`src/rtl/shst_pkg.sv`:
```
`default_nettype none

package shst_pkg;

    localparam int HANDLER_BITS_DEF = 16;
    localparam int TABLE_SLOTS      = 832;
    localparam int SLOT_BITS        = 10;
    localparam logic [SLOT_BITS-1:0] LAST_SLOT = SLOT_BITS'(TABLE_SLOTS - 1);

    typedef enum logic [2:0] {
        OP_INSERT     = 3'd0,
        OP_REMOVE     = 3'd1,
        OP_CLEAR      = 3'd2,
        OP_GET        = 3'd3,
        OP_CONTAINS   = 3'd4,
        OP_CAN_INSERT = 3'd5,
        OP_DISPATCH   = 3'd6
    } op_t;

    typedef enum logic [1:0] {
        STAT_OK      = 2'd0,
        STAT_FALSE   = 2'd1,
        STAT_INVALID = 2'd2
    } status_t;

    typedef enum logic [2:0] {
        ST_WIPE,
        ST_IDLE,
        ST_CLEAR,
        ST_SCAN,
        ST_DONE
    } state_t;

    // one result item from the sequencer to the output register
    typedef struct packed {
        status_t              status;
        logic [SLOT_BITS-1:0] slot;
        logic [15:0]          handler;
        logic [4:0]           count;
        logic                 last;
    } res_t;

endpackage

`default_nettype wire

```
`src/rtl/shst_seq.sv`:
```
`default_nettype none

module shst_seq #(
    parameter int HANDLER_BITS = shst_pkg::HANDLER_BITS_DEF
) (
    input  wire logic                           clk,
    input  wire logic                           rst_n,
    input  wire logic                           in_vld,
    output logic                                in_rdy,
    input  wire logic [2:0]                     in_op,
    input  wire logic [7:0]                     in_code,
    input  wire logic [15:0]                    in_hid,
    input  wire logic [shst_pkg::SLOT_BITS-1:0] in_slot,
    input  wire logic                           out_free,
    output logic                                res_vld,
    output shst_pkg::res_t                      res,
    output logic                                ram_we,
    output logic [shst_pkg::SLOT_BITS-1:0]      ram_waddr,
    output logic [HANDLER_BITS-1:0]             ram_wdata,
    output logic                                ram_re,
    output logic [shst_pkg::SLOT_BITS-1:0]      ram_raddr,
    input  wire logic [HANDLER_BITS-1:0]        ram_rdata
);

    localparam int SB = shst_pkg::SLOT_BITS;

    function automatic logic [SB-1:0] code_first(input logic [7:0] c);
        if (c < 8'd16)
            return {2'b00, c[3:0], 4'h0};
        else if (c < 8'd128)
            return {c, 2'b00} + 10'd192;
        else
            return {2'b00, c} + 10'd576;
    endfunction

    function automatic logic [SB-1:0] code_last(input logic [7:0] c);
        if (c < 8'd16)
            return {2'b00, c[3:0], 4'hF};
        else if (c < 8'd128)
            return {c, 2'b11} + 10'd192;
        else
            return {2'b00, c} + 10'd576;
    endfunction

    // last slot of the block that holds slot s
    function automatic logic [SB-1:0] slot_last(input logic [SB-1:0] s);
        if (s < 10'd256)
            return {s[9:4], 4'hF};
        else if (s < 10'd704)
            return {s[9:2], 2'b11};
        else
            return s;
    endfunction

    shst_pkg::state_t state_reg, state_next;
    shst_pkg::op_t    op_reg, op_next;
    logic [HANDLER_BITS-1:0] id_reg, id_next;
    logic          iss_vld_reg, iss_vld_next;
    logic [SB-1:0] iss_addr_reg, iss_addr_next;
    logic [SB-1:0] end_addr_reg, end_addr_next;
    logic          ev_vld_reg, ev_vld_next;
    logic [SB-1:0] ev_addr_reg, ev_addr_next;
    logic          has_reg, has_next;
    logic          empty_vld_reg, empty_vld_next;
    logic [SB-1:0] empty_addr_reg, empty_addr_next;
    logic          pend_vld_reg, pend_vld_next;
    logic [SB-1:0] pend_addr_reg, pend_addr_next;
    logic [HANDLER_BITS-1:0] pend_hid_reg, pend_hid_next;
    logic [4:0]    cnt_reg, cnt_next;
    logic          hit_reg, hit_next;
    logic          bad_reg, bad_next;
    logic          first_reg, first_next;

    // the shared compare unit
    logic d_zero;
    logic d_match;
    logic stall;
    logic stop;

    assign d_zero  = (ram_rdata == '0);
    assign d_match = (ram_rdata == id_reg);

    always_ff @(posedge clk or negedge rst_n)
    begin
        if (!rst_n)
        begin
            state_reg     <= shst_pkg::ST_WIPE;
            iss_vld_reg   <= 1'b0;
            iss_addr_reg  <= '0;
            end_addr_reg  <= shst_pkg::LAST_SLOT;
            ev_vld_reg    <= 1'b0;
            has_reg       <= 1'b0;
            empty_vld_reg <= 1'b0;
            pend_vld_reg  <= 1'b0;
            hit_reg       <= 1'b0;
            bad_reg       <= 1'b0;
            first_reg     <= 1'b0;
            cnt_reg       <= '0;
        end
        else
        begin
            state_reg     <= state_next;
            iss_vld_reg   <= iss_vld_next;
            iss_addr_reg  <= iss_addr_next;
            end_addr_reg  <= end_addr_next;
            ev_vld_reg    <= ev_vld_next;
            has_reg       <= has_next;
            empty_vld_reg <= empty_vld_next;
            pend_vld_reg  <= pend_vld_next;
            hit_reg       <= hit_next;
            bad_reg       <= bad_next;
            first_reg     <= first_next;
            cnt_reg       <= cnt_next;
        end
    end

    always_ff @(posedge clk)
    begin
        op_reg         <= op_next;
        id_reg         <= id_next;
        ev_addr_reg    <= ev_addr_next;
        empty_addr_reg <= empty_addr_next;
        pend_addr_reg  <= pend_addr_next;
        pend_hid_reg   <= pend_hid_next;
    end

    always_comb
    begin
        state_next      = state_reg;
        op_next         = op_reg;
        id_next         = id_reg;
        iss_vld_next    = iss_vld_reg;
        iss_addr_next   = iss_addr_reg;
        end_addr_next   = end_addr_reg;
        ev_vld_next     = ev_vld_reg;
        ev_addr_next    = ev_addr_reg;
        has_next        = has_reg;
        empty_vld_next  = empty_vld_reg;
        empty_addr_next = empty_addr_reg;
        pend_vld_next   = pend_vld_reg;
        pend_addr_next  = pend_addr_reg;
        pend_hid_next   = pend_hid_reg;
        cnt_next        = cnt_reg;
        hit_next        = hit_reg;
        bad_next        = bad_reg;
        first_next      = first_reg;

        in_rdy    = (state_reg == shst_pkg::ST_IDLE);
        ram_we    = 1'b0;
        ram_waddr = iss_addr_reg;
        ram_wdata = '0;
        ram_re    = 1'b0;
        ram_raddr = iss_addr_reg;
        res_vld   = 1'b0;
        res       = '0;
        stall     = 1'b0;
        stop      = 1'b0;

        case (state_reg)
            shst_pkg::ST_WIPE, shst_pkg::ST_CLEAR:
            begin
                ram_we = 1'b1;
                if (iss_addr_reg == end_addr_reg)
                begin
                    state_next = (state_reg == shst_pkg::ST_WIPE) ? shst_pkg::ST_IDLE
                                                                  : shst_pkg::ST_DONE;
                end
                else
                begin
                    iss_addr_next = iss_addr_reg + 10'd1;
                end
            end

            shst_pkg::ST_IDLE:
            begin
                if (in_vld)
                begin
                    op_next        = shst_pkg::op_t'(in_op);
                    id_next        = HANDLER_BITS'(in_hid);
                    has_next       = 1'b0;
                    empty_vld_next = 1'b0;
                    pend_vld_next  = 1'b0;
                    hit_next       = 1'b0;
                    bad_next       = 1'b0;
                    first_next     = 1'b1;
                    cnt_next       = '0;
                    ev_vld_next    = 1'b0;
                    iss_addr_next  = code_first(in_code);
                    end_addr_next  = code_last(in_code);
                    case (shst_pkg::op_t'(in_op))
                        shst_pkg::OP_REMOVE, shst_pkg::OP_GET:
                        begin
                            if (in_slot > shst_pkg::LAST_SLOT)
                            begin
                                bad_next   = 1'b1;
                                state_next = shst_pkg::ST_DONE;
                            end
                            else
                            begin
                                iss_addr_next = in_slot;
                                end_addr_next = (shst_pkg::op_t'(in_op) == shst_pkg::OP_GET)
                                              ? in_slot : slot_last(in_slot);
                                iss_vld_next  = 1'b1;
                                state_next    = shst_pkg::ST_SCAN;
                            end
                        end
                        shst_pkg::OP_CLEAR:
                        begin
                            state_next = shst_pkg::ST_CLEAR;
                        end
                        shst_pkg::OP_INSERT, shst_pkg::OP_CONTAINS,
                        shst_pkg::OP_CAN_INSERT, shst_pkg::OP_DISPATCH:
                        begin
                            iss_vld_next = 1'b1;
                            state_next   = shst_pkg::ST_SCAN;
                        end
                        default:
                        begin
                            state_next = shst_pkg::ST_DONE;
                        end
                    endcase
                end
            end

            shst_pkg::ST_SCAN:
            begin
                // dispatch holds the whole pipe while an item waits for the output
                stall = ev_vld_reg && (op_reg == shst_pkg::OP_DISPATCH) && !d_zero
                        && pend_vld_reg && !out_free;
                if (!stall)
                begin
                    ram_re       = iss_vld_reg;
                    ev_vld_next  = iss_vld_reg;
                    ev_addr_next = iss_addr_reg;
                    if (iss_vld_reg)
                    begin
                        if (iss_addr_reg == end_addr_reg)
                            iss_vld_next = 1'b0;
                        else
                            iss_addr_next = iss_addr_reg + 10'd1;
                    end
                    if (ev_vld_reg)
                    begin
                        case (op_reg)
                            shst_pkg::OP_DISPATCH:
                            begin
                                if (d_zero)
                                begin
                                    stop = 1'b1;
                                end
                                else
                                begin
                                    if (pend_vld_reg)
                                    begin
                                        res_vld     = 1'b1;
                                        res.status  = shst_pkg::STAT_OK;
                                        res.slot    = pend_addr_reg;
                                        res.handler = 16'(pend_hid_reg);
                                        res.count   = cnt_reg;
                                        res.last    = 1'b0;
                                    end
                                    pend_vld_next  = 1'b1;
                                    pend_addr_next = ev_addr_reg;
                                    pend_hid_next  = ram_rdata;
                                    cnt_next       = cnt_reg + 5'd1;
                                end
                            end
                            shst_pkg::OP_GET:
                            begin
                                hit_next      = !d_zero;
                                pend_hid_next = ram_rdata;
                                stop          = 1'b1;
                            end
                            shst_pkg::OP_REMOVE:
                            begin
                                if (first_reg)
                                begin
                                    first_next = 1'b0;
                                    if (d_zero)
                                        stop = 1'b1;
                                    else
                                        hit_next = 1'b1;
                                end
                                else
                                begin
                                    // shift down by one place
                                    ram_we    = 1'b1;
                                    ram_waddr = ev_addr_reg - 10'd1;
                                    ram_wdata = ram_rdata;
                                end
                            end
                            default:
                            begin
                                if (d_match)
                                    has_next = 1'b1;
                                if (d_zero && !empty_vld_reg)
                                begin
                                    empty_vld_next  = 1'b1;
                                    empty_addr_next = ev_addr_reg;
                                end
                            end
                        endcase
                    end
                    if (stop || !iss_vld_reg)
                    begin
                        iss_vld_next = 1'b0;
                        ev_vld_next  = 1'b0;
                        state_next   = shst_pkg::ST_DONE;
                    end
                end
            end

            shst_pkg::ST_DONE:
            begin
                if (out_free)
                begin
                    res_vld    = 1'b1;
                    res.last   = 1'b1;
                    res.status = shst_pkg::STAT_FALSE;
                    state_next = shst_pkg::ST_IDLE;
                    case (op_reg)
                        shst_pkg::OP_INSERT:
                        begin
                            if (!has_reg && empty_vld_reg)
                            begin
                                res.status = shst_pkg::STAT_OK;
                                res.slot   = empty_addr_reg;
                                ram_we     = 1'b1;
                                ram_waddr  = empty_addr_reg;
                                ram_wdata  = id_reg;
                            end
                        end
                        shst_pkg::OP_REMOVE:
                        begin
                            if (bad_reg)
                            begin
                                res.status = shst_pkg::STAT_INVALID;
                            end
                            else if (hit_reg)
                            begin
                                res.status = shst_pkg::STAT_OK;
                                ram_we     = 1'b1;
                                ram_waddr  = end_addr_reg;
                            end
                        end
                        shst_pkg::OP_GET:
                        begin
                            if (bad_reg)
                            begin
                                res.status = shst_pkg::STAT_INVALID;
                            end
                            else if (hit_reg)
                            begin
                                res.status  = shst_pkg::STAT_OK;
                                res.handler = 16'(pend_hid_reg);
                            end
                        end
                        shst_pkg::OP_CLEAR:
                        begin
                            res.status = shst_pkg::STAT_OK;
                        end
                        shst_pkg::OP_CONTAINS:
                        begin
                            if (has_reg)
                                res.status = shst_pkg::STAT_OK;
                        end
                        shst_pkg::OP_CAN_INSERT:
                        begin
                            if (empty_vld_reg)
                                res.status = shst_pkg::STAT_OK;
                        end
                        shst_pkg::OP_DISPATCH:
                        begin
                            if (pend_vld_reg)
                            begin
                                res.status  = shst_pkg::STAT_OK;
                                res.slot    = pend_addr_reg;
                                res.handler = 16'(pend_hid_reg);
                                res.count   = cnt_reg;
                            end
                        end
                        default:
                        begin
                            res.status = shst_pkg::STAT_FALSE;
                        end
                    endcase
                end
            end

            default:
            begin
                state_next = shst_pkg::ST_IDLE;
            end
        endcase
    end

endmodule

`default_nettype wire

```
`config.mk`:
```
export PLATFORM = sky130hd
export DESIGN_NAME = shst_seq
export DESIGN_NICKNAME = d
export VERILOG_FILES = /design/src/rtl/shst_pkg.sv /design/src/rtl/shst_seq.sv
export SDC_FILE = /design/constraint.sdc
export NUM_CORES = 1
export LEC_CHECK = 0
export BUFFER_PORTS_ARGS = -buffer_cell sky130_fd_sc_hd__buf_2
export CAP_MARGIN = 40
export CORE_MARGIN = 3
export CORE_UTILIZATION = 55
export CTS_CLUSTER_SIZE = 14
export DETAILED_ROUTE_END_ITERATION = 10
export GPL_TIMING_DRIVEN = 0
export MAX_ROUTING_LAYER = met4
export PLACE_DENSITY = 0.81
export SLEW_MARGIN = 20
export SYNTH_ARGS = -nofsm -noshare
export SYNTH_HDL_FRONTEND = slang
export SYNTH_SLANG_ARGS = --single-unit
```
`constraint.sdc`:
```
create_clock -name clk -period 3.3 [get_ports clk]
set_input_delay 0.66 -clock clk [delete_from_list [all_inputs] [get_ports clk]]
set_output_delay 0.66 -clock clk [all_outputs]
set_load 0.01 [all_outputs]
```
==> flow_summary.yaml <==
critical_path:
  worst-r2r-setup-slack_ns: 0.78
  cp-start-kind: "primary input"
  reg2reg_to: "cnt_reg[0]$_DFFE_PN0P_"
  critPathArrivalTime_ns: 2.51
  r2r_cells: 9
  worstSetupPathType: "in2out"
  crit_fanout: 10
  worstPathRequired_ns: 2.64
  cp-startpoint: "ram_rdata[0]"
  end_kind: "output pin"
  rr_startpoint: "state_reg[1]$_DFFE_PN0P_"
global_routing:
  gr-usage-all-layers_pct: 27.6
  overflow: 0
  grt_pass1_vias: 4611
  grt_pass1_wl_mm: 24.3
  antenna_found_initial: 0
  grt_max_degree: 32
floorplan:
  die_height_um: 108
  start_util_pct: 57.5
  die_x_um: 108
  pin_count: 131
  die_area_sq_um: 11700
  core-area_sq_um: 9950
  core.rowCount: 36
yosys:
  synth_top_area_cell: "edfxtp_1"
  synth_area_per_cell_sq_um: 10.8
  yosysMostFrequentCell: "edfxtp_1"
  syn_inst: 532
  synth-async-reset-ratio_pct: 35.6
  synth_flop_cell: "edfxtp_1"
  ys_top_cells_by_count: "edfxtp_1, nand2_1, nor2_1"
  yosysTopAreaCellShare_pct: 34.1
  ys_seq_area_share_pct: 50.0
  synthTopCellsByArea: "edfxtp_1, dfrtp_1, a22o_1, dfstp_2, and2_1"
  synth_edf_count: 65
  synth.distinct_cells: 70
  syn_nets: 593
  ys_ff_latch: 101
  synth_area_sq_um: 5720
  synth_warnings: 0
placement:
  post-place-cells: 798
  dpl_cell_area_sq_um: 6600
  io_buffers: 129
  gp_congestion: 0.923
  dp.final_hpwl_mm: 11.9
power_and_ir_drop:
  p_per_area_nw_per_um2: 515
  leakage_nw: 2.89
  ir_drop_uv: 284
  power.total_mw: 3.52
routing:
  drt_iter0_drc: 473
  antenna_left: 0
  vias_per_cell: 6.08
  drc: 0
  wl_mm: 15.7
  post_drt_wl_per_cell_um: 19.2
  drt_pass1_iterations: 5
  vias: 4989
timing:
  fin_crit_ns: 3.17
  tightest_slew_ns: 0.878
  setup_violations: 0
  post-route-period-util_pct: 96.0
  slew_violations: 0
  hold_violations: 0
  slew_headroom_pct: 41.3
  fmax_ghz: 0.316
  finalClockSkew_ns: 0.0110
min_path:
  hold_path_class: "in2async"
clock_tree:
  cts_tree: "yes"
  postCtsHoldBufs: 0
  clk_latency_ns: 0.35
  clk_pin_slew_worst_paths_ns: 0.09
  clk_path_buf_depth: 2
  cts_root_buf: "clkbuf_8"
  ctsHtreeMaxLevel: 3
  clock-sinks: 101
  cts_buffers: 9
layout:
  drive_gt1_share_pct: 30.6
  diodes: 0
  area_growth_pct: 19.3
  final_cell_area_sq_um: 6830
  fillers: 792
  fin_nets: 743
  final_util_pct: 68.6
  fin_cells: 820
run_status:
  run_status: "finished, final reports clean"
run:
  max_cap_violations: 0
stage by stage:
step	setup slack (ns)	TNS, ns	hold WS, ns
floorplan	0.252	0	0.364
global placement	-0.709	-6.37	0.467
detailed placement	-0.00601	-0.00848	0.465
CTS	0.0858	0	0.121
global route	-0.0219	-0.0397	0.122
finish	0.133	0	0.129
worst max-delay path, stage by stage:
cell      delay, ns
buf_2          0.13
nor4_2         0.34
nand4_1        0.25
a31oi_1        0.29
and4bb_2       0.33
clkbuf_1       0.19
and2_1         0.19
buf_2          0.13
how the worst max path moves through the flow:
stage                              end  slack (ns)  cells after the start
after global placement          ram_re       -0.71                      7
after detailed placement       res[31]      -0.006                      9
after floorplan                 ram_re        0.25                      5
final                          res[19]        0.13                      8
after global routing      ram_waddr[6]       -0.02                      8
after CTS                 ram_waddr[7]        0.09                      8
logic make-up (layout without fill, tap and decap cells):
| group | count (synthesis) | in the layout | synth area share, % |
|---|---|---|---|
| buf+inv | 41 | 196 | 3.67 |
| xor+xnor | 35 | 35 | 5.36 |
| simple gates | 189 | 189 | 18.5 |
| flops | 101 | 101 | 50.0 |
| compound gates | 147 | 147 | 18.6 |
| fa+ha+maj | 4 | 4 | 0.875 |
| mux | 15 | 15 | 3.00 |
area by class of cell:
cell class / count / area (sq um) / share of cell area [%]
clock inverters: 3 / 16.3 / 0.238
clock buffers: 13 / 139 / 2.03
flip-flops and latches: 101 / 2860 / 41.9
multi-input cells: 390 / 2690 / 39.4
plain buffers: 30 / 174 / 2.55
well taps: 133 / 166 / 2.44
inverters: 11 / 41.3 / 0.605
repair buffers: 139 / 738 / 10.8
where the power goes:
| group | leakage, nW | switching (mW) | internal (mW) | total [mW] |
|---|---|---|---|---|
| clock | 0.0751 | 0.396 | 0.273 | 0.669 |
| sequential | 1.02 | 0.239 | 1.56 | 1.80 |
| combinational | 1.80 | 0.556 | 0.488 | 1.04 |
| total | 2.89 | 1.19 | 2.32 | 3.52 |
per-layer routing:
metal  up-vias  wire length, um  GRT usage (%)
met2       267             7630           44.2
met1      2390             6540           37.6
met5         -                0              -
met3        22             1290           3.10
met4         0              244           8.03
li1       2310                -              -
what timing repair did:
item                                    4_1_cts  5_1_grt
pin swaps                                     1        3
buffers inserted                              1        5
resized for setup                             0        9
endpoints found under the setup margin        5       45
placed cells by master, fill, tap and decap left out, drive strengths merged, types with 4 or more instances in the layout:
| cell | instances |
|---|---|
| a21o | 4 |
| and3 | 7 |
| buf | 157 |
| o31ai | 5 |
| dfstp | 8 |
| nand2 | 46 |
| clkbuf | 25 |
| a21oi | 25 |
| nor2b | 8 |
| a22o | 28 |
| nand4 | 6 |
| a31oi | 13 |
| and3b | 4 |
| nand2b | 9 |
| nor3 | 6 |
| edfxtp | 65 |
| ha | 4 |
| a221o | 11 |
| xor2 | 16 |
| mux2 | 8 |
| inv | 11 |
| a22oi | 11 |
| o22ai | 8 |
| xnor2 | 19 |
| nor2 | 33 |
| mux2i | 7 |
| nor4 | 9 |
| and2 | 29 |
| nand3 | 14 |
| dfrtp | 28 |
| or2 | 4 |
| o21ai | 20 |
Power figures use the tool's default switching activity.
